$ cat config.mk
export PLATFORM = sky130hd
export DESIGN_NAME = mlpsb_merge
export DESIGN_NICKNAME = d
export VERILOG_FILES = /design/src/design/mlpsb_pkg.sv /design/src/design/mlpsb_merge.sv
export SDC_FILE = /design/constraint.sdc
export NUM_CORES = 1
export LEC_CHECK = 0
export BUFFER_PORTS_ARGS = -buffer_cell sky130_fd_sc_hd__buf_2
export CORE_MARGIN = 4
export CORE_UTILIZATION = 46
export CTS_BUF_LIST = sky130_fd_sc_hd__clkbuf_8
export DETAILED_ROUTE_END_ITERATION = 7
export GPL_TIMING_DRIVEN = 1
export PLACE_DENSITY = 0.8
export SYNTH_ARGS = -nofsm -noshare
export SYNTH_HDL_FRONTEND = slang
export SYNTH_SLANG_ARGS = --single-unit
export TNS_END_PERCENT = 30
$ cat constraint.sdc
create_clock -name clk_i -period 8.24 [get_ports clk_i]
set_input_delay 1.648 -clock clk_i [delete_from_list [all_inputs] [get_ports clk_i]]
set_output_delay 1.648 -clock clk_i [all_outputs]
set_load 0.02 [all_outputs]
$ cat src/design/mlpsb_pkg.sv
// Package for the sigmoid perceptron classifier: sizes, state and operation codes,
// shared types, the sigmoid table and the fixed-point helper functions. No dependencies.
`default_nettype none
package mlpsb_pkg;

  localparam int IN_N      = 3;
  localparam int HID_N     = 3;
  localparam int OUT_N     = 4;
  localparam int FRAC_BITS = 12;
  localparam int IH_COUNT  = (IN_N + 1) * HID_N;
  localparam int W_COUNT   = IH_COUNT + (HID_N + 1) * OUT_N;
  localparam int ACC_W     = 34;
  localparam int DOUT_W    = 25;
  localparam int DHID_W    = 30;
  localparam int ESQ_W     = 27;

  localparam int STEP_MAX_A = (IN_N > HID_N) ? IN_N : HID_N;
  localparam int STEP_MAX   = (STEP_MAX_A > OUT_N - 1) ? STEP_MAX_A : OUT_N - 1;
  localparam int STEP_W     = $clog2(STEP_MAX + 1);

  localparam logic signed [15:0] ONE_W = 16'sd4096;
  localparam logic [12:0]        ONE_A = 13'd4096;

  localparam logic [1:0] OP_LOAD  = 2'd0;
  localparam logic [1:0] OP_INFER = 2'd1;
  localparam logic [1:0] OP_TRAIN = 2'd2;

  localparam logic [3:0] ST_IDLE = 4'd0;
  localparam logic [3:0] ST_HMAC = 4'd1;
  localparam logic [3:0] ST_HSIG = 4'd2;
  localparam logic [3:0] ST_OMAC = 4'd3;
  localparam logic [3:0] ST_OSIG = 4'd4;
  localparam logic [3:0] ST_ODA  = 4'd5;
  localparam logic [3:0] ST_ODB  = 4'd6;
  localparam logic [3:0] ST_HSUM = 4'd7;
  localparam logic [3:0] ST_HDA  = 4'd8;
  localparam logic [3:0] ST_HDB  = 4'd9;
  localparam logic [3:0] ST_LRM  = 4'd10;
  localparam logic [3:0] ST_UPD  = 4'd11;
  localparam logic [3:0] ST_DONE = 4'd12;

  localparam logic [63:0] EXP_STEP_Q32 = 64'd4034748382;

  typedef struct packed {
    logic [3:0]        state;
    logic [STEP_W-1:0] step;
  } ctl_t;

  typedef logic [12:0] sig_rom_t [256];

  function automatic sig_rom_t build_rom();
    logic [63:0] epow [129];
    logic [63:0] d;
    logic [63:0] num;
    logic [63:0] rem;
    logic [63:0] q;
    logic [63:0] s;
    int          m;
    int          am;
    sig_rom_t    rom;
    epow[0] = 64'd1 << 32;
    for (int k = 1; k <= 128; k++) begin
      epow[k] = (epow[k-1] * EXP_STEP_Q32 + (64'd1 << 31)) >> 32;
    end
    for (int k = 0; k < 256; k++) begin
      m   = k - 128;
      am  = (m < 0) ? -m : m;
      d   = (64'd1 << 32) + epow[am];
      num = (64'd1 << (FRAC_BITS + 32)) + (d >> 1);
      rem = '0;
      q   = '0;
      for (int b = 63; b >= 0; b--) begin
        rem = {rem[62:0], num[b]};
        if (rem >= d) begin
          rem  = rem - d;
          q[b] = 1'b1;
        end
      end
      s = q;
      if (m < 0) begin
        s = (64'd1 << FRAC_BITS) - q;
      end
      rom[k] = s[12:0];
    end
    return rom;
  endfunction

  localparam sig_rom_t SIG_ROM = build_rom();

  function automatic logic [7:0] sig_index(input logic signed [ACC_W-1:0] acc);
    logic signed [ACC_W-1:0] lim;
    logic signed [ACC_W-1:0] t;
    lim = ACC_W'(64'sd8 <<< (2 * FRAC_BITS));
    t   = acc + lim;
    if (acc < -lim) begin
      return 8'd0;
    end else if (acc >= lim) begin
      return 8'd255;
    end
    return t[2*FRAC_BITS+3 -: 8];
  endfunction

  function automatic logic signed [15:0] sat_w(input logic signed [24:0] v);
    if (v > 25'sd32767) begin
      return 16'sh7fff;
    end else if (v < -25'sd32768) begin
      return 16'sh8000;
    end
    return v[15:0];
  endfunction

endpackage
`default_nettype wire

$ cat src/design/mlpsb_merge.sv
// Merging stage: picks the action from the output activations and totals the
// squared error of the output lanes. Depends on mlpsb_pkg.
`default_nettype none
module mlpsb_merge (
  input  logic                        clk_i,
  input  mlpsb_pkg::ctl_t             ctl_i,
  input  logic [12:0]                 a_i [mlpsb_pkg::OUT_N],
  input  logic [mlpsb_pkg::ESQ_W-1:0] esq_i [mlpsb_pkg::OUT_N],
  output logic [1:0]                  action_o,
  output logic [13:0]                 hse_o
);

  logic [1:0]  action_q, best;
  logic [13:0] hse_q;
  logic [29:0] sq;
  logic [16:0] half;

  always_comb begin
    best = '0;
    sq   = '0;
    for (int i = 1; i < mlpsb_pkg::OUT_N; i++) begin
      if (a_i[i] > a_i[best]) begin
        best = 2'(i);
      end
    end
    for (int i = 0; i < mlpsb_pkg::OUT_N; i++) begin
      sq = sq + 30'(esq_i[i]);
    end
    half = 17'(sq >> (mlpsb_pkg::FRAC_BITS + 1));
  end

  always_ff @(posedge clk_i) begin
    if (ctl_i.state == mlpsb_pkg::ST_ODA) begin
      action_q <= best;
    end
    if (ctl_i.state == mlpsb_pkg::ST_HSUM) begin
      hse_q <= (half > 17'd16383) ? 14'd16383 : half[13:0];
    end
  end

  assign action_o = action_q;
  assign hse_o    = hse_q;

endmodule
`default_nettype wire

After elaboration in Yosys (flattened, before gate mapping)
Index checks and enable logic that the tools add are counted.
Widths: inputs -> output; s select.

word-level totals
  output and inout bits = 16
  memories kept = 0
  ROM bits = 0
  latch bits = 0
  memory bits (writable) = 0
  logic and storage cells = 23
  bits in registers = 16

operators by class
  magnitude comparators = 6
  muxes and demuxes = 8
  bitwise gates (word level) = 2
  add/sub/neg operators = 3
  div/mod/pow operators = 0
  shifts and indexed selects = 0
  multiply operators = 0
  reduce and logical (&&, ||, !) cells = 0
  equality and inequality tests = 2

operators by type and width
  cell                  count
  $bmux 13 s2           2
  $mux 13               4
  $gt 13x13->1          3
  $add 29x27->30        1
  $add 28x27->29        1
  $add 27x27->28        1
  $gt 17x14->1 const B  1
  $eq 4x3->1 const B    2
  $ge 3x3->1 const B    2
  $not 2->3             2
  $mux 2                1
  $mux 1                1

Logic depth before layout (Yosys ltp)
  depth in word-level cells = 13
  gate-level depth with buffers = 26

Worst setup path before layout
No wires, ideal clock.

  path kind = input-to-reg
  start = input a_i[47] (netlist bit)
  end = register action_q[0] (netlist: action_o[0]), data pin
  library setup time = 0.255 ns
  setup slack = 1.695 ns
  data required time = 7.985 ns
  stages on the path = 23
  path buffers = 3
  data arrival time = 6.290 ns
  cells stage by stage = inv_1 ha_1 a21o_1 a21o_1 a21oi_1 a211oi_1 or2_1 buf_2 buf_2 a21oi_1 ha_1 a21oi_1 o22ai_1 a2111o_1 o21ai_1 buf_2 mux2_2 ha_1 a21o_1 a211oi_1 o21ai_0 o31ai_1 a21bo_2

on the way
  longest elaborated chain between the ends = 13

ends and longest elaborated chain
  what                                        RTL line           text
  from (decl)                                 mlpsb_merge.sv:7   input logic [12:0] a_i [mlpsb_pkg::OUT_N],
  $gt 13x13->1                                mlpsb_merge.sv:22  if (a_i[i] > a_i[best]) begin
  $mux 1                                      mlpsb_merge.sv:22
  $not 2->3 (implied by the code)             mlpsb_merge.sv:22
  $bmux 13 s2                                 mlpsb_merge.sv:22
  $mux 13 (implied by the code) (2 in a row)  mlpsb_merge.sv:22
  $gt 13x13->1                                mlpsb_merge.sv:22
  $mux 2                                      mlpsb_merge.sv:22
  $not 2->3 (implied by the code)             mlpsb_merge.sv:22
  $bmux 13 s2                                 mlpsb_merge.sv:22
  $mux 13 (implied by the code) (2 in a row)  mlpsb_merge.sv:22
  $gt 13x13->1                                mlpsb_merge.sv:22
  to (signal assigned)                        mlpsb_merge.sv:34  action_q <= best;
  to (decl)                                   mlpsb_merge.sv:13  logic [1:0] action_q, best;

Several ways; a longest one is shown, not always the timed one. The select of a mux whose other input is x is not followed.
A chain may end at the register's enable or synchronous reset.

Worst setup path after layout
  start = input a_i[32] (netlist bit)
  end = register action_q[0] (netlist: action_o[0]), data pin

The elaborated chain is that of the path after synthesis.

==> results.cfg <==
[cts]
cts-htree-levels = 1
cts_buffers = 3
clk_pin_slew_worst_paths_ns = 0.06
cts.sinks = 16
clockBufferDepth = 2
postCtsSetupBuffers = 0
postCtsResizedCells = 0
cts_tree = done
hold_buffers = 0
root_buffer = clkbuf_8

[synthesis]
syn_nets = 690
synth_common_cells = ha_1 (65), fa_1 (53), inv_1 (40)
synthArstFlopShare_pct = 0
synth_top_flop_cell = edfxtp_1
yosys_register_bits = 16
synth_cell_types = 53
syn_area_per_cell_sq_um = 9.784
yosysTopAreaCell = fa_1
yosys_warnings = 0
synth_adder_area_share_pct = 47.30
synth_top_family_by_area = adder cells
ys_seq_area_share_pct = 12.13
syn_inst = 405
yosysMostFrequentCell = ha_1
synthMuxAreaShare_pct = 4.799
synth_top_area_share_pct = 26.78
synthSimpleGateAreaFrac_pct = 12.19
synthesis.area_sq_mm = 0.003963
synthXorXnorAreaFrac_pct = 1.326
yosys-top-cells-area = fa_1 (27%), ha_1 (21%), edfxtp_1 (12%)
synth_edf_count = 16
synth-compound-area-share_pct = 17.78

[detailed_routing]
wl_per_cell_microns = 14.71
antenna_left = 0
drt_iter0_markers = 134
drc = 0
firstDrtPassIters = 4
num_vias = 3783
viasPerCell = 5.475
routed_wl_microns = 10160

[grt]
grt_overflow_total = 0
grt_pass1_vias = 3925
grt_first_pass_wirelength_microns = 16570
track_usage_pct = 19.64
grt_max_degree = 15
antenna_found_initial = 0

[cells_and_area]
nets = 872
num_antenna_cells = 0
drive_gt1_share_pct = 34.47
final_cell_count_no_fill = 691
design_area_sq_mm = 0.005035
syn_to_final_growth_pct = 27.06
final_core_util_pct = 60.67

[timing]
slew_viol_final = 0
clock.fmax_ghz = 0.1395
slew_headroom_pct = 55.18
worst_pin_slew_ns = 0.6554
fin_crit_ns = 7.166
finalHoldViolCount = 0
setup_viol = 0
fin_crit_sh_pct = 86.97
tns_ns = 0
rsz0062_at_grt = no

[floorplanning]
die_height_microns = 100.8
rows = 33
dieArea_sq_mm = 0.01016
die_w_microns = 100.8
start_util_pct = 47.75
core_area_sq_mm = 0.008299
ios = 183

[setup_path]
critical-path-max-stage-delay_ns = 0.46
cp.arrival_ns = 7.17
critPathSlowestCell = o21ai_1
required_ns = 8.24
critPathKind = primary input to register
cp_max_fo = 14
crit_chain = buf_2 > ha_1 > a211oi_1 > o21ai_1 > o21ai_0 > a211oi_1 > buf_4 > or2_1 > a21oi_1 > ha_1 > nor2b_1 > o21a_1 > o21a_1 > o211ai_1 > a21oi_1 > o21ai_1 > buf_4 > mux2_2 > ha_1 > a21o_1 > a211oi_1 > o21ai_0 > o31ai_1 > a21bo_2
critPathLaunchType = primary input
setup.worst_path.end_class = register

[pwr]
powerDensity_mw_per_mm2 = 147.7
peakVddDrop_mv = 0.08608
p_leak_uw = 0.002561
p_total_uw = 743.7

[placed_design]
gp_congestion = 0.9588
io_buffers = 180
placed_area_sq_mm = 0.004990
dp_hpwl_microns = 9324
place_inst = 687

[status]
status = completed

[min_path]
hp-class = primary input to register

[job]
cap_violations = 0
per-layer routing:
metal / GRT usage (%) / up-vias / part of all wire, %
li1: - / 1845 / -
met1: 24.72 / 1792 / 39
met2: 35.90 / 130 / 53
met3: 3.322 / 16 / 6.7
met4: 2.798 / 0 / 1.6
met5: 0 / - / 0
through the flow:
step	hold WS (ns)	worst slack, ns
6_report	1.734	1.074
5_1_grt	1.744	0.6559
4_1_cts	1.736	1.092
3_5_place_dp	1.991	0.8506
3_3_place_gp	1.985	1.099
2_1_floorplan	1.862	1.695
path summary, 6_finish.rpt:
check | cells after the start | endpoint | slack [ns] | startpoint
worst min-delay path | 2 | action_o[1]$_SDFFCE_PN1N_ | 1.73 | ctl_i[3]
worst max-delay path | 24 | action_o[0]$_SDFFCE_PN1N_ | 1.07 | a_i[32]
sequential cells by signal, indices dropped and copies added, names as in the netlist:
register and cells:
action_o 2, hse_o 14
worst max-delay path, delay by kind of cell:
| kind | cells | cell delay, ns |
|---|---|---|
| adders and majority gates | 3 | 0.89 |
| AOI/OAI and AO/OA | 15 | 3.12 |
| muxes | 1 | 0.35 |
| and+or+nand+nor | 2 | 0.57 |
| buffers and inverters | 3 | 0.60 |
cell usage in the layout, fill, tap and decap left out, types with 4 or more instances in the layout:
cell,count
buf_2,180
ha_1,65
fa_1,53
inv_1,40
a21oi_1,29
nand2_1,21
nor2_1,21
o21ai_0,18
nor3_1,17
edfxtp_1,16
a21o_1,12
mux2_2,12
nand3_1,10
o21a_1,8
a211oi_1,8
nand4_1,7
mux2i_1,4
final cells by class:
cell class / instances / area (sq um)
fillers: 749 / 3264
inverters: 40 / 150.1
clock inverters: 1 / 3.754
repair buffers: 183 / 923.4
well taps: 105 / 131.4
flip-flops and latches: 16 / 480.5
multi-input cells: 343 / 3304
clock buffers: 3 / 41.29
report_power, final:
group	switching [uW]	leakage, uW	internal, uW
Combinational	312	0.00237	265
Sequential	1.61	0.000169	107
Clock	25.9	0.0000231	33.0
logic make-up (layout without fill, tap and decap cells):
| group | Yosys count | after routing |
|---|---|---|
| adder cells (fa/ha/maj) | 118 | 118 |
| XOR/XNOR | 6 | 6 |
| AO/OA/AOI/OAI | 105 | 105 |
| flip-flops | 16 | 16 |
| AND/OR/NAND/NOR | 97 | 97 |
| buffers and inverters | 46 | 227 |
| multiplexers | 17 | 17 |
No activity file was read; power rests on OpenSTA's default activity.
