$ cat src/design/mlpsb_pkg.sv
// Package for the sigmoid perceptron classifier: sizes, state and operation codes,
// shared types, the sigmoid table and the fixed-point helper functions. No dependencies.
`default_nettype none
package mlpsb_pkg;

  localparam int IN_N      = 3;
  localparam int HID_N     = 3;
  localparam int OUT_N     = 4;
  localparam int FRAC_BITS = 12;
  localparam int IH_COUNT  = (IN_N + 1) * HID_N;
  localparam int W_COUNT   = IH_COUNT + (HID_N + 1) * OUT_N;
  localparam int ACC_W     = 34;
  localparam int DOUT_W    = 25;
  localparam int DHID_W    = 30;
  localparam int ESQ_W     = 27;

  localparam int STEP_MAX_A = (IN_N > HID_N) ? IN_N : HID_N;
  localparam int STEP_MAX   = (STEP_MAX_A > OUT_N - 1) ? STEP_MAX_A : OUT_N - 1;
  localparam int STEP_W     = $clog2(STEP_MAX + 1);

  localparam logic signed [15:0] ONE_W = 16'sd4096;
  localparam logic [12:0]        ONE_A = 13'd4096;

  localparam logic [1:0] OP_LOAD  = 2'd0;
  localparam logic [1:0] OP_INFER = 2'd1;
  localparam logic [1:0] OP_TRAIN = 2'd2;

  localparam logic [3:0] ST_IDLE = 4'd0;
  localparam logic [3:0] ST_HMAC = 4'd1;
  localparam logic [3:0] ST_HSIG = 4'd2;
  localparam logic [3:0] ST_OMAC = 4'd3;
  localparam logic [3:0] ST_OSIG = 4'd4;
  localparam logic [3:0] ST_ODA  = 4'd5;
  localparam logic [3:0] ST_ODB  = 4'd6;
  localparam logic [3:0] ST_HSUM = 4'd7;
  localparam logic [3:0] ST_HDA  = 4'd8;
  localparam logic [3:0] ST_HDB  = 4'd9;
  localparam logic [3:0] ST_LRM  = 4'd10;
  localparam logic [3:0] ST_UPD  = 4'd11;
  localparam logic [3:0] ST_DONE = 4'd12;

  localparam logic [63:0] EXP_STEP_Q32 = 64'd4034748382;

  typedef struct packed {
    logic [3:0]        state;
    logic [STEP_W-1:0] step;
  } ctl_t;

  typedef logic [12:0] sig_rom_t [256];

  function automatic sig_rom_t build_rom();
    logic [63:0] epow [129];
    logic [63:0] d;
    logic [63:0] num;
    logic [63:0] rem;
    logic [63:0] q;
    logic [63:0] s;
    int          m;
    int          am;
    sig_rom_t    rom;
    epow[0] = 64'd1 << 32;
    for (int k = 1; k <= 128; k++) begin
      epow[k] = (epow[k-1] * EXP_STEP_Q32 + (64'd1 << 31)) >> 32;
    end
    for (int k = 0; k < 256; k++) begin
      m   = k - 128;
      am  = (m < 0) ? -m : m;
      d   = (64'd1 << 32) + epow[am];
      num = (64'd1 << (FRAC_BITS + 32)) + (d >> 1);
      rem = '0;
      q   = '0;
      for (int b = 63; b >= 0; b--) begin
        rem = {rem[62:0], num[b]};
        if (rem >= d) begin
          rem  = rem - d;
          q[b] = 1'b1;
        end
      end
      s = q;
      if (m < 0) begin
        s = (64'd1 << FRAC_BITS) - q;
      end
      rom[k] = s[12:0];
    end
    return rom;
  endfunction

  localparam sig_rom_t SIG_ROM = build_rom();

  function automatic logic [7:0] sig_index(input logic signed [ACC_W-1:0] acc);
    logic signed [ACC_W-1:0] lim;
    logic signed [ACC_W-1:0] t;
    lim = ACC_W'(64'sd8 <<< (2 * FRAC_BITS));
    t   = acc + lim;
    if (acc < -lim) begin
      return 8'd0;
    end else if (acc >= lim) begin
      return 8'd255;
    end
    return t[2*FRAC_BITS+3 -: 8];
  endfunction

  function automatic logic signed [15:0] sat_w(input logic signed [24:0] v);
    if (v > 25'sd32767) begin
      return 16'sh7fff;
    end else if (v < -25'sd32768) begin
      return 16'sh8000;
    end
    return v[15:0];
  endfunction

endpackage
`default_nettype wire

$ cat src/design/mlpsb_out_lane.sv
// One output neuron lane: its hidden weights, forward sum, sigmoid, error, output
// delta and weight update. Depends on mlpsb_pkg.
`default_nettype none
module mlpsb_out_lane (
  input  logic                                clk_i,
  input  mlpsb_pkg::ctl_t                     ctl_i,
  input  logic [12:0]                         h_i [mlpsb_pkg::HID_N],
  input  logic [12:0]                         target_i,
  input  logic [12:0]                         lr_i,
  input  logic [mlpsb_pkg::HID_N:0]           load_en_i,
  input  logic signed [15:0]                  load_value_i,
  output logic signed [15:0]                  w_o [mlpsb_pkg::HID_N+1],
  output logic [12:0]                         a_o,
  output logic [mlpsb_pkg::ESQ_W-1:0]         esq_o,
  output logic signed [mlpsb_pkg::DOUT_W-1:0] dout_o
);

  logic signed [15:0]                  w_q [mlpsb_pkg::HID_N+1];
  logic signed [mlpsb_pkg::ACC_W-1:0]  acc_q, acc_d;
  logic [12:0]                         a_q;
  logic signed [13:0]                  e_q;
  logic [22:0]                         p_q;
  logic signed [mlpsb_pkg::DOUT_W-1:0] dout_q;
  logic [mlpsb_pkg::ESQ_W-1:0]         esq_q;
  logic signed [38:0]                  lrd_q;

  logic signed [15:0] ho, wo;
  logic signed [31:0] mac;
  logic signed [14:0] ediff;
  logic signed [36:0] ep;
  logic signed [27:0] esq;
  logic signed [54:0] uprod;
  logic signed [54:0] urnd;
  logic signed [24:0] usum;
  logic signed [15:0] wnew;

  always_comb begin
    ho = mlpsb_pkg::ONE_W;
    for (int j = 0; j < mlpsb_pkg::HID_N; j++) begin
      if (ctl_i.step == mlpsb_pkg::STEP_W'(j)) begin
        ho = $signed({3'b000, h_i[j]});
      end
    end
    wo    = w_q[ctl_i.step];
    mac   = ho * wo;
    acc_d = ((ctl_i.step == '0) ? '0 : acc_q) + mlpsb_pkg::ACC_W'(mac);
    ediff = $signed({2'b00, target_i}) - $signed({2'b00, a_q});
    ep    = e_q * $signed({1'b0, p_q});
    esq   = e_q * e_q;
    uprod = lrd_q * ho;
    urnd  = (uprod + (55'sd1 <<< 35)) >>> 36;
    usum  = 25'(wo) + urnd[24:0];
    wnew  = mlpsb_pkg::sat_w(usum);
  end

  always_ff @(posedge clk_i) begin
    for (int j = 0; j <= mlpsb_pkg::HID_N; j++) begin
      if (load_en_i[j]) begin
        w_q[j] <= load_value_i;
      end else if (ctl_i.state == mlpsb_pkg::ST_UPD && ctl_i.step == mlpsb_pkg::STEP_W'(j)) begin
        w_q[j] <= wnew;
      end
    end
    unique case (ctl_i.state)
      mlpsb_pkg::ST_OMAC: acc_q <= acc_d;
      mlpsb_pkg::ST_OSIG: a_q <= mlpsb_pkg::SIG_ROM[mlpsb_pkg::sig_index(acc_q)];
      mlpsb_pkg::ST_ODA: begin
        e_q <= ediff[13:0];
        p_q <= 23'(a_q) * (23'(mlpsb_pkg::ONE_A) - 23'(a_q));
      end
      mlpsb_pkg::ST_ODB: begin
        dout_q <= mlpsb_pkg::DOUT_W'(ep >>> mlpsb_pkg::FRAC_BITS);
        esq_q  <= esq[mlpsb_pkg::ESQ_W-1:0];
      end
      mlpsb_pkg::ST_LRM: lrd_q <= $signed({1'b0, lr_i}) * dout_q;
      default: ;
    endcase
  end

  assign w_o    = w_q;
  assign a_o    = a_q;
  assign esq_o  = esq_q;
  assign dout_o = dout_q;

endmodule
`default_nettype wire

$ cat config.mk
export PLATFORM = sky130hd
export DESIGN_NAME = mlpsb_out_lane
export DESIGN_NICKNAME = d
export VERILOG_FILES = /design/src/design/mlpsb_pkg.sv /design/src/design/mlpsb_out_lane.sv
export SDC_FILE = /design/constraint.sdc
export NUM_CORES = 2
export LEC_CHECK = 0
export ABC_CLOCK_PERIOD_IN_PS = 14790
export BUFFER_PORTS_ARGS = -buffer_cell sky130_fd_sc_hd__clkbuf_2
export CORE_UTILIZATION = 30
export DETAILED_ROUTE_END_ITERATION = 6
export GPL_TIMING_DRIVEN = 0
export PLACE_DENSITY = 0.48
export SLEW_MARGIN = 20
export SYNTH_ARGS = -nofsm -noshare
export SYNTH_HDL_FRONTEND = slang
export SYNTH_SLANG_ARGS = --single-unit
export TNS_END_PERCENT = 1
$ cat constraint.sdc
create_clock -name clk_i -period 14.79 [get_ports clk_i]
set_input_delay 0.7395 -clock clk_i [delete_from_list [all_inputs] [get_ports clk_i]]
set_output_delay 0.7395 -clock clk_i [all_outputs]
set_load 0.005 [all_outputs]
**Word level (Yosys, flattened, before mapping)**

Memories as Yosys holds them, arrays and structs flattened. A register that Yosys moved wholly into a read port is not among the register bits.
Cells that the tools add are included.

- Add/sub/neg operators: 6
- $mul: 6
- $lt $le $gt $ge: 5
- Eq/ne operators: 9
- Multiplexer cells: 27
- Bitwise logic cells: 2
- Reduce and logical (&&, ||, !) cells: 9

Operators with widths:

| kind | number |
|---|---|
| $mux W16 | 13 |
| $add A53 B37 Y54 const B | 1 |
| $mul A39 B14 Y53 | 1 |
| $mul A14 B25 Y39 | 1 |
| $mux W13 | 3 |
| $mul A14 B24 Y37 | 1 |
| $add A34 B34 Y34 | 1 |
| $ge A34 B29 Y1 const B | 1 |
| $lt A34 B28 Y1 const B | 1 |
| $mux W34 | 1 |
| $bmux W16 S2 | 1 |
| $mux W8 | 4 |
| $mul A14 B16 Y30 | 1 |
| $add A28 B28 Y28 const B | 1 |
| $mul A14 B14 Y27 | 1 |
| $mul A14 B14 Y23 | 1 |
| $add A16 B18 Y19 | 1 |
| $gt A19 B16 Y1 const B | 1 |
| $lt A19 B16 Y1 const B | 1 |
| $sub A13 B13 Y14 | 1 |
| $sub A13 B13 Y14 const A | 1 |
| $eq A4 B3 Y1 const B | 3 |
| $not A8 Y9 | 1 |
| $eq A4 B4 Y1 const B | 2 |
| other kinds (9) | 20 |

- Register bits after elaboration: 226
- Bits in read-only memories: 3328
- Input port bits: 92
- Output and inout port bits: 129
- Logic and storage cells: 75
- Memories: 1

Memory list:

| memory | depth | bits a word | rd ports | clocked after memory_dff | wr ports | RTL line | source |
|---|---|---|---|---|---|---|---|
| (no name shown) | 256 | 13 | 1 | 1 | 0 | mlpsb_out_lane.sv:66 | `mlpsb_pkg::ST_OSIG: a_q <= mlpsb_pkg::SIG_ROM[mlpsb_pkg::sig_index(acc_q)];` |

**Logic depth before layout (Yosys ltp)**

- Depth in word-level cells: 13
- Gate-level depth with buffers: 43
- Mapped depth without buffers: 39

**Least setup slack after synthesis**

No wires, ideal clock.

- Path type: input port to flip-flop
- Start point: input port ctl_i[0] in the netlist's numbering
- End point: register w_q (netlist bit w_o[24]) (data pin)
- Library setup time: 256 ps
- Arrival time: 10423 ps
- Required time: 14534 ps
- Slack: 4111 ps
- Cell stages on the path: 40
- Path buffers: 4
- Cells stage by stage: buf_1 -> nor2b_1 -> clkbuf_1 -> nand2_1 -> o21ai_1 -> clkbuf_1 -> nand2_1 -> fa_1 -> fa_1 -> inv_1 -> fa_1 -> fa_1 -> fa_1 -> inv_1 -> fa_1 -> inv_1 -> ha_1 -> nand4_1 -> [4 not listed] -> or2_2 -> a21oi_1 -> or2_2 -> xor2_1 -> ha_1 -> fa_1 -> a21o_1 -> nand2_1 -> a21oi_1 -> o21ai_1 -> o22ai_1 -> o31ai_2 -> a211oi_1 -> o41a_1 -> o31ai_2 -> buf_2 -> nand2_1 -> o211a_1

- Cells in the longest elaborated chain, start to end: 13
- Elaborated cells on any way between the ends: 21
- Classes of those cells: 2 x add/sub; 1 x mul; 2 x order compare; 2 x eq/ne; 12 x mux; 1 x bitwise; 1 x reduce/logical

Ends and longest elaborated chain:

| what | RTL line | source |
|---|---|---|
| start, declared | mlpsb_out_lane.sv:6 | `input mlpsb_pkg::ctl_t ctl_i,` |
| $logic_not A2 Y1 | mlpsb_out_lane.sv:40 | `if (ctl_i.step == mlpsb_pkg::STEP_W'(j)) begin` |
| $mux W13 (3 in a row) | mlpsb_out_lane.sv:40 |  |
| $mul A39 B14 Y53 | mlpsb_out_lane.sv:50 | `uprod = lrd_q * ho;` |
| $add A53 B37 Y54 | mlpsb_out_lane.sv:51 | `urnd = (uprod + (55'sd1 <<< 35)) >>> 36;` |
| $add A16 B18 Y19 * | mlpsb_out_lane.sv:52 | `usum = 25'(wo) + urnd[24:0];` |
| $lt A19 B16 Y1 | mlpsb_pkg.sv:106 | `end else if (v < -25'sd32768) begin` |
| $mux W1 | mlpsb_pkg.sv:106 |  |
| $mux W1 | mlpsb_pkg.sv:104 | `if (v > 25'sd32767) begin` |
| $mux W16 * | mlpsb_pkg.sv:109 | `return v[15:0];` |
| $mux W16 * | mlpsb_out_lane.sv:60 | `end else if (ctl_i.state == mlpsb_pkg::ST_UPD && ctl_i.step == mlpsb_pkg::STEP_W'(j)) begin` |
| $mux W16 * | mlpsb_out_lane.sv:58 | `if (load_en_i[j]) begin` |
| end signal, assigned by index | mlpsb_out_lane.sv:59 | `w_q[j] <= load_value_i;` |
| end signal, assigned by index | mlpsb_out_lane.sv:61 | `w_q[j] <= wnew;` |
| end, declared | mlpsb_out_lane.sv:18 | `logic signed [15:0] w_q [mlpsb_pkg::HID_N+1];` |

Mark *: on every way between the ends. The rest lies on a longest branch, timed or not. The select of a mux whose other input is x is not followed.
A chain may end at the register's enable or synchronous reset.

**Worst setup path after layout**

- Start point: input port ctl_i[0] in the netlist's numbering
- End point: register w_q (netlist bit w_o[40]) (data pin)

Same word-level chain as after synthesis.

==> out/results.tsv <==
stage	metric	value	unit
cts	cts bufs inserted	35	
final_layout	layout cells sized above 1	5.01	%
floorplan	Starting Density	30.3	%
logic_synthesis	Post-synth EDFFs	237	
cts	clk_lat worst skew	0.63	ns
global_route	Total Routing Usage GR	19.2	%
logic_synthesis	top cell type by total area after synthesis	fa_1	
final_layout	Finished Core Util	33.0	%
detailed_routing	post-route antenna net violation count	0	
worst_setup_path	crit-path max FO	10	
logic_synthesis	Area contributors post-synth	fa_1 41%, ha_1 12%, edfxtp_1 9.9%	
floorplan	Die W	492	um
global_route	number of global-route vias before repair	58200	
cts	clk buf depth	3	
sta	Slew Viols, Final	0	
sta	Slew headroom	20.4	%
logic_synthesis	leading cell types by count after synthesis	1638 x inv_1, 1491 x fa_1, 871 x nand2_1, 691 x and2_1, 669 x ha_1	
final_layout	design area	78800	um^2
logic_synthesis	mean area per synthesized cell	9.28	um^2
cts	Max H-tree Level	2	
logic_synthesis	Synthesis Warnings	0	
worst_setup_path	CP endpoint kind	flop	
outcome	status	finished, final reports clean	
sta	RSZ-0062 raised after global routing	no	
place	Placed Instance Area	77700	um^2
hold_path	hold path start	target_i[12]	
logic_synthesis	Seq cells post-synth	237	
place	input/output buffers	215	
worst_setup_path	Reg-to-Reg End	w_o[40]$_DFFE_PP_	
global_route	first-pass GRT wire length	357000	um
detailed_routing	Vias	53300	
floorplan	Die ar.	243000	um^2
logic_synthesis	Yosys top cell area share	41.4	%
worst_setup_path	CP max-delay cell	clkbuf_1	
worst_setup_path	beginning of the worst register-to-register path	lrd_q[18]$_DFFE_PN_	
logic_synthesis	Post-Syn Area	72200	um^2
logic_synthesis	prevailing post-synth register cell	edfxtp_1	
global_route	total grt overflow	0	
logic_synthesis	FFs w/ async S/R, synth	0	%
floorplan	num rows	179	
place	DP HPWL	192000	um
floorplan	I/O Pins	221	
sta	Final Hold Viols	0	
sta	Max Fclk	0.0717	GHz
logic_synthesis	Synth cell types	89	
hold_path	Hold Crit Endpoint	e_q[13]$_DFFE_PN_	
detailed_routing	DRT iter0 DRCs	2984	
detailed_routing	DRC	0	
worst_setup_path	Crit Path Category	in2reg	
worst_setup_path	most used cell, CP	fa_1	
worst_setup_path	R2R cell count	35	
global_route	initial antenna violation count	12	
sta	Setup Skew	0.0530	ns
worst_setup_path	R2R Setup Slk	3.32	ns
detailed_routing	vias per std cell	4.74	
sta	fin crit share	94.4	%
floorplan	chip height	492	um
floorplan	core box area	239000	um^2
sta	final setup violation count	0	
detailed_routing	Initial DRT Pass Iterations	5	
detailed_routing	Post-Route WL	228000	um
worst_setup_path	Crit path arrival time	14.30	ns
logic_synthesis	Syn Inst Count	7780	
cts	clock sinks	237	
hold_path	Worst Hold Depth	2	
worst_setup_path	Worst EP required	15.14	ns
logic_synthesis	count leader, synth	inv_1	
final_layout	Fillers	24900	
worst_setup_path	CP startpoint	ctl_i[0]	
final_layout	# nets final	10300	
run	max_cap viols	0	
global_route	largest net degree at the start of global routing	29	
cts	CTS Root Cell	clkbuf_16	
final_layout	Area Growth Syn to Fin	9.22	%
sta	Final min period	13.96	ns
worst_setup_path	Critical Path Start Type	input pin	
cts	CTS clk-pin slew, worst paths	0.06	ns
worst_setup_path	Slowest Stage Delay on Critical Path	0.89	ns
cts	CTS tree	done	
sta	worst slew pin tran	1.19	ns
cts	Hold Buf Count CTS	0	
detailed_routing	WL/cell	20.2	um
logic_synthesis	register area share after synthesis	9.86	%
hold_path	class of the worst hold path	in2reg	
place	GPL Wtd Cong	0.902	
[metrics by stage]
step	setup TNS, ns	worst slack [ns]	std cells	hold WS (ns)
2_1_floorplan	0	4.11	7789	0.449
3_3_place_gp	-74.71	-1.40	11200	0.665
3_5_place_dp	0	0.0961	11200	0.662
4_1_cts	0	0.692	11300	0.383
5_1_grt	0	0.143	11300	0.422
6_report	0	0.834	11300	0.449
[metal layers]
layer	vias to the layer above	track usage [%]	part of all wire (%)
met3	249	2.18	4.4
met4	4	5.23	2.7
met1	27400	26.0	45
li1	24400	-	-
met5	-	0	0.0088
met2	1267	32.3	48
[cell families (layout without fill, tap and decap cells)]
group                    after synthesis  count (layout)  share of synthesized area (%)
AO/OA/AOI/OAI                        796             796                           7.47
XOR/XNOR                             228             228                           2.77
adder cells (fa/ha/maj)             2160            2160                           53.0
buffers and inverters               1984            2285                           10.4
flip-flops                           237             237                           9.86
multiplexers                          44              44                          0.721
other                                  1              15                        0.00520
AND/OR/NAND/NOR                     2330            2330                           15.9
[layout make-up]
type | instances | area [um^2] | share of cell area (%)
Antenna cell | 5 | 12.5 | 0.0159
Buffer | 338 | 1300 | 1.65
Clock buffer | 35 | 876 | 1.11
Clock inverter | 24 | 243 | 0.308
Inverter | 1646 | 6180 | 7.84
Multi-Input combinational cell | 5568 | 57700 | 73.2
Sequential cell | 237 | 7120 | 9.03
Tap cell | 3167 | 3960 | 5.03
Timing Repair Buffer | 242 | 1400 | 1.77
[worst max-delay path: cells and delay by family]
kind / cells / cell delay, ns
fa+ha+maj: 8 / 3.54
buf+inv: 11 / 3.41
simple gates: 12 / 3.36
compound gates: 10 / 2.71
xor+xnor: 1 / 0.46
[sequential cells by signal (all words and copies together), names as in the netlist]
name    flops
w_o        64
lrd_q      39
acc_q      34
esq_o      26
dout_o     25
p_q        23
e_q        14
a_o        12
[worst max-delay path by stage]
| stage | end | slack (ns) | depth (start not counted) |
|---|---|---|---|
| global route | w_o[40]$_DFFE_PP_ | 0.14 | 42 |
| global placement | w_o[24]$_DFFE_PP_ | -1.40 | 42 |
| detailed placement | w_o[40]$_DFFE_PP_ | 0.1 | 42 |
| floorplan | w_o[24]$_DFFE_PP_ | 4.11 | 40 |
| finish | w_o[40]$_DFFE_PP_ | 0.83 | 42 |
| CTS | w_o[40]$_DFFE_PP_ | 0.69 | 42 |
[layout by cell type (no fill, tap or decap), types with 54 or more instances in the layout]
cell and n:
a21oi_1 183, and2_1 691, clkbuf_1 306, xnor2_1 167, inv_1 1638, nor2b_1 74
o21ai_0 134, nor3_1 54, ha_1 669, nand2b_1 141, a21o_1 92, xor2_1 61
edfxtp_1 237, fa_1 1491, clkbuf_2 217, nand2_1 871, nor2_1 351
[what timing repair did]
action | in CTS | in global routing
resized for setup | 0 | 1
buffers inserted | 0 | 0
setup endpoints to repair | 0 | 1
Power is not shown: default switching activity piles up to over one toggle a cycle in this logic, so the estimate is an artifact.
